<file path="src/rtl/core/bdl_pkg.sv">
// bdl_pkg: types and codes shared by the bounded deque list.
// Request and result payload structs, action codes, status codes, command struct.
// No dependencies.
package bdl_pkg;

    localparam int ACTION_W   = 3;
    localparam int IN_VALUE_W = 32;
    localparam int POSITION_W = 8;
    localparam int OUT_VALUE_W = 32;
    localparam int OUT_SIZE_W = 9;
    localparam int STATUS_W   = 2;
    localparam int WIDE_W     = 64;

    localparam logic [ACTION_W-1:0] ACT_INS_HEAD = 3'd0;
    localparam logic [ACTION_W-1:0] ACT_INS_TAIL = 3'd1;
    localparam logic [ACTION_W-1:0] ACT_REM_HEAD = 3'd2;
    localparam logic [ACTION_W-1:0] ACT_REM_TAIL = 3'd3;
    localparam logic [ACTION_W-1:0] ACT_RD_HEAD  = 3'd4;
    localparam logic [ACTION_W-1:0] ACT_RD_TAIL  = 3'd5;
    localparam logic [ACTION_W-1:0] ACT_RD_POS   = 3'd6;

    localparam logic [STATUS_W-1:0] ST_OK    = 2'd0;
    localparam logic [STATUS_W-1:0] ST_FULL  = 2'd1;
    localparam logic [STATUS_W-1:0] ST_EMPTY = 2'd2;
    localparam logic [STATUS_W-1:0] ST_RANGE = 2'd3;

    typedef struct packed {
        logic [ACTION_W-1:0]   action;
        logic [IN_VALUE_W-1:0] element_value;
        logic [POSITION_W-1:0] position;
    } t_bdl_in;

    typedef struct packed {
        logic [OUT_VALUE_W-1:0] read_value;
        logic [OUT_SIZE_W-1:0]  list_size;
        logic [STATUS_W-1:0]    status;
    } t_bdl_out;

    // Controller to datapath commands
    typedef struct packed {
        logic exec;  // request accepted: update ring, issue memory access
        logic load;  // move finished result into the output register
    } t_bdl_cmd;

endpackage

</file>
<file path="src/rtl/core/bdl_ctrl.sv">
// bdl_ctrl: request sequencer for the bounded deque list.
// Depends on bdl_pkg (command struct).
module bdl_ctrl (
    input  logic              i_clk,
    input  logic              i_rst_n,
    input  logic              i_in_valid,
    output logic              o_in_stall,
    output logic              o_out_valid,
    input  logic              i_out_stall,
    output bdl_pkg::t_bdl_cmd o_cmd
);
    import bdl_pkg::*;

    typedef enum logic [1:0] {
        S_IDLE = 2'b01,
        S_LOAD = 2'b10
    } t_state;

    t_state r_state, n_state;
    logic   r_out_valid, n_out_valid;
    logic   out_free;

    assign out_free = !r_out_valid || !i_out_stall;

    always_comb begin
        n_state    = r_state;
        o_cmd.exec = 1'b0;
        o_cmd.load = 1'b0;
        unique case (r_state)
            S_IDLE: begin
                if (i_in_valid) begin
                    o_cmd.exec = 1'b1;
                    n_state    = S_LOAD;
                end
            end
            S_LOAD: begin
                // hold until the output register can take the result
                if (out_free) begin
                    o_cmd.load = 1'b1;
                    n_state    = S_IDLE;
                end
            end
            default: n_state = S_IDLE;
        endcase
    end

    always_comb begin
        n_out_valid = r_out_valid;
        if (o_cmd.load) begin
            n_out_valid = 1'b1;
        end else if (!i_out_stall) begin
            n_out_valid = 1'b0;
        end
    end

    always_ff @(posedge i_clk) begin
        if (!i_rst_n) begin
            r_state     <= S_IDLE;
            r_out_valid <= 1'b0;
        end else begin
            r_state     <= n_state;
            r_out_valid <= n_out_valid;
        end
    end

    assign o_in_stall  = (r_state != S_IDLE);
    assign o_out_valid = r_out_valid;

endmodule

</file>
<file path="config.mk">
export PLATFORM = sky130hd
export DESIGN_NAME = bdl_ctrl
export DESIGN_NICKNAME = d
export VERILOG_FILES = /design/src/rtl/core/bdl_pkg.sv /design/src/rtl/core/bdl_ctrl.sv
export SDC_FILE = /design/constraint.sdc
export NUM_CORES = 1
export LEC_CHECK = 0
export BUFFER_PORTS_ARGS = -buffer_cell sky130_fd_sc_hd__buf_2
export CORE_AREA = 2 2 39 41
export CTS_CLUSTER_DIAMETER = 150
export CTS_CLUSTER_SIZE = 20
export DETAILED_ROUTE_END_ITERATION = 16
export DIE_AREA = 0 0 41 43
export PLACE_DENSITY = 0.39
export SYNTH_ARGS = -nofsm -noshare
export SYNTH_HDL_FRONTEND = slang
export SYNTH_SLANG_ARGS = --single-unit
</file>
<file path="constraint.sdc">
create_clock -name i_clk -period 1.1 [get_ports i_clk]
set_clock_uncertainty 0.15 [all_clocks]
set_input_delay 0.055 -clock i_clk [delete_from_list [all_inputs] [get_ports i_clk]]
set_output_delay 0.055 -clock i_clk [all_outputs]
set_load 0.01 [all_outputs]
</file>
==> results.toml <==
[synth]
netlist.area_leader.share_pct = 47.1
yosys-top-cells-count = "dfxtp_1 (3), nand2b_1 (2)"
ys_ff_latch = 3
syn_area_sq_um = 128
avgSynthCellArea_sq_um = 9.82
synth_area_leader_cell = "dfxtp_1"
synthesis.nets = 17
ys_top_cells_by_area = "dfxtp_1 (47%), nand2b_1 (9.8%), and4b_1 (7.8%)"
ys_async_sr_fraction_pct = 0
postSynthCellCount = 13
synth_flop_cell = "dfxtp_1"
ys_warn_count = 0
synth-edff-count = 0
yosysMostFrequentCell = "dfxtp_1"
seq_area_frac_synth_pct = 47.1
ys_types = 10

[final_layout]
stdcell_area_sq_um = 243
finalNonFillerCells = 42
drive_above_1_share_pct = 57.7
seqCellArea_sq_um = 62.6
fin_util_pct = 17.5
antennaDiodeCount = 0
fillers = 166
multi_input_area_sq_um = 71.3
final_nets = 31
syn2layout_area_growth_pct = 90.2

[timing]
slew_violations = 0
setup_viol = 2
fmax_mhz = 887
timing.final.crit_share_pct = 102
hold_viol = 0
fin_ws_ns = -0.0272
holdWs_ns = 0.113
max_slew_margin_pct = 91.8
worst_pin_slew_ns = 0.121
setup_tns_ns = -0.0451
rsz0062_at_grt = "true"
final.min_clock_period_ns = 1.13

[global_routing]
grt_usage_pct = 4.81
antenna_found_initial = 0
grt.overflow.total = 0
grt_pass1_vias = 127
grt_pass1_wl_microns = 503
grt_max_degree = 5

[placement]
place_area_sq_um = 175
dpl.cell_count = 35
preCtsSetupSlack_ns = 0.104
port_buffers = 7
gp_congestion = 0.498

[detailed_routing]
first_iter_violations = 1
vias = 135
drt-total-wl_microns = 332
vias_per_cell = 3.21
drc = 0
ant_nets = 0
post_drt_wl_per_cell_microns = 7.90
first_pass_iters = 2

[clocking]
clockBufferDepth = 2
h-tree-depth = 1
cts-root-buf = "clkbuf_4"
cts_tree = "yes"
cts_made_buffers = 3
cts.clk_slew.worst_paths_ns = 0.04
cts.sinks = 3
clock_latency_ns = 0.23

[floorplan]
die_h_microns = 43
coreArea_sq_mm = 0.00138
dieWidth_microns = 41
fp-row-count = 14
start_util_pct = 9.22
io_pins = 8
dieArea_sq_mm = 0.00176

[worst_setup_path]
rrSetupSlack_ns = 0
path_class = "register to output port"
critPathSlowestCell = "dfxtp_2"
r2r-end = "r_state[1]$_SDFFE_PN0P_"
crit_required_ns = 0.89
critPathMaxStageDelay_ns = 0.33
timing.rr.start = "r_state[1]$_SDFFE_PN0P_"
crit_end = "o_cmd[1]"
crit_path_max_fanout = 4
worstPathArrival_ns = 0.92
reg2reg_depth = 3
crit_path_end_kind = "output port"
cp-start-kind = "register"
crit_chain = "and3b_1 -> buf_2"
cp-startpoint = "r_state[1]$_SDFFE_PN0P_"

[outcome]
violations = "setup timing"
status = "finished, violations left"

[hold_path]
hp-class = "primary input to register"

[flow_run]
cap_viol_max_count = 0

[power_and_ir_drop]
total_power_mw = 0.354
ir_drop_mv = 0.416
p_per_area_mw_per_mm2 = 1460
power_leakage_nw = 0.119
[what timing repair did]
action / 4_1_cts / 5_1_grt
buffers inserted: 1 / 0
pin swaps: 1 / 0
resized for setup: 4 / 0
hold buffers: 2 / 0
setup endpoints to repair: 2 / 3
endpoints found under the hold margin: 3 / 0
[routing by layer]
metal  global-route usage, %  part of all wire (%)
met5                       0                     0
met4                    4.00                     0
met3                    4.71                    14
met2                    4.69                    39
met1                    5.77                    47
[area by class of cell]
cell class	instances	area share, %
Multi-Input combinational cell	9	29.4
Timing Repair Buffer	10	25.8
Sequential cell	3	25.8
Tap cell	16	8.25
Clock buffer	4	10.8
[cells by family (layout without fill, tap and decap cells)]
kind of cell | count (synthesis) | in the layout | share of synthesized area (%)
and+or+nand+nor | 5 | 5 | 27.4
DFF | 3 | 3 | 47.1
AOI/OAI and AO/OA | 4 | 4 | 19.6
buffers and inverters | 1 | 14 | 5.88
[worst min-delay path by stage]
stage                            from                 endpoint  slack (ns)  depth (start not counted)
final                     i_out_stall  r_state[0]$_SDFFE_PN1P_        0.11                          3
after global routing      i_out_stall  r_state[0]$_SDFFE_PN1P_        0.14                          3
after CTS                 i_out_stall  r_state[0]$_SDFFE_PN1P_         0.1                          3
after detailed placement      i_rst_n  r_state[0]$_SDFFE_PN1P_        0.12                          2
after global placement        i_rst_n  r_state[0]$_SDFFE_PN1P_        0.12                          2
after floorplan               i_rst_n  r_state[0]$_SDFFE_PN1P_       -0.02                          1
[worst max-delay path: cells and delay by family (launching register included)]
| kind | cells | cell delay (ns) |
|---|---|---|
| buf+inv | 1 | 0.14 |
| flops | 1 | 0.33 |
| simple gates | 1 | 0.22 |
[registers in the layout, indices dropped and copies added, names as in the netlist]
signal       flops
o_out_valid      1
r_state          2
[cell usage in the layout (no fill, tap or decap), types with 2 or more instances in the layout]
master,n
buf_2,7
clkbuf_4,3
dlygate4sd3_1,2
dfxtp_2,2
[power by group]
part	internal, mW	total (mW)	switching (mW)
Clock	0.136	0.189	0.0530
Sequential	0.116	0.121	0.00549
Combinational	0.0268	0.0442	0.0175
Total	0.278	0.354	0.0760
Note: power is estimated with default switching activity, not from simulation.
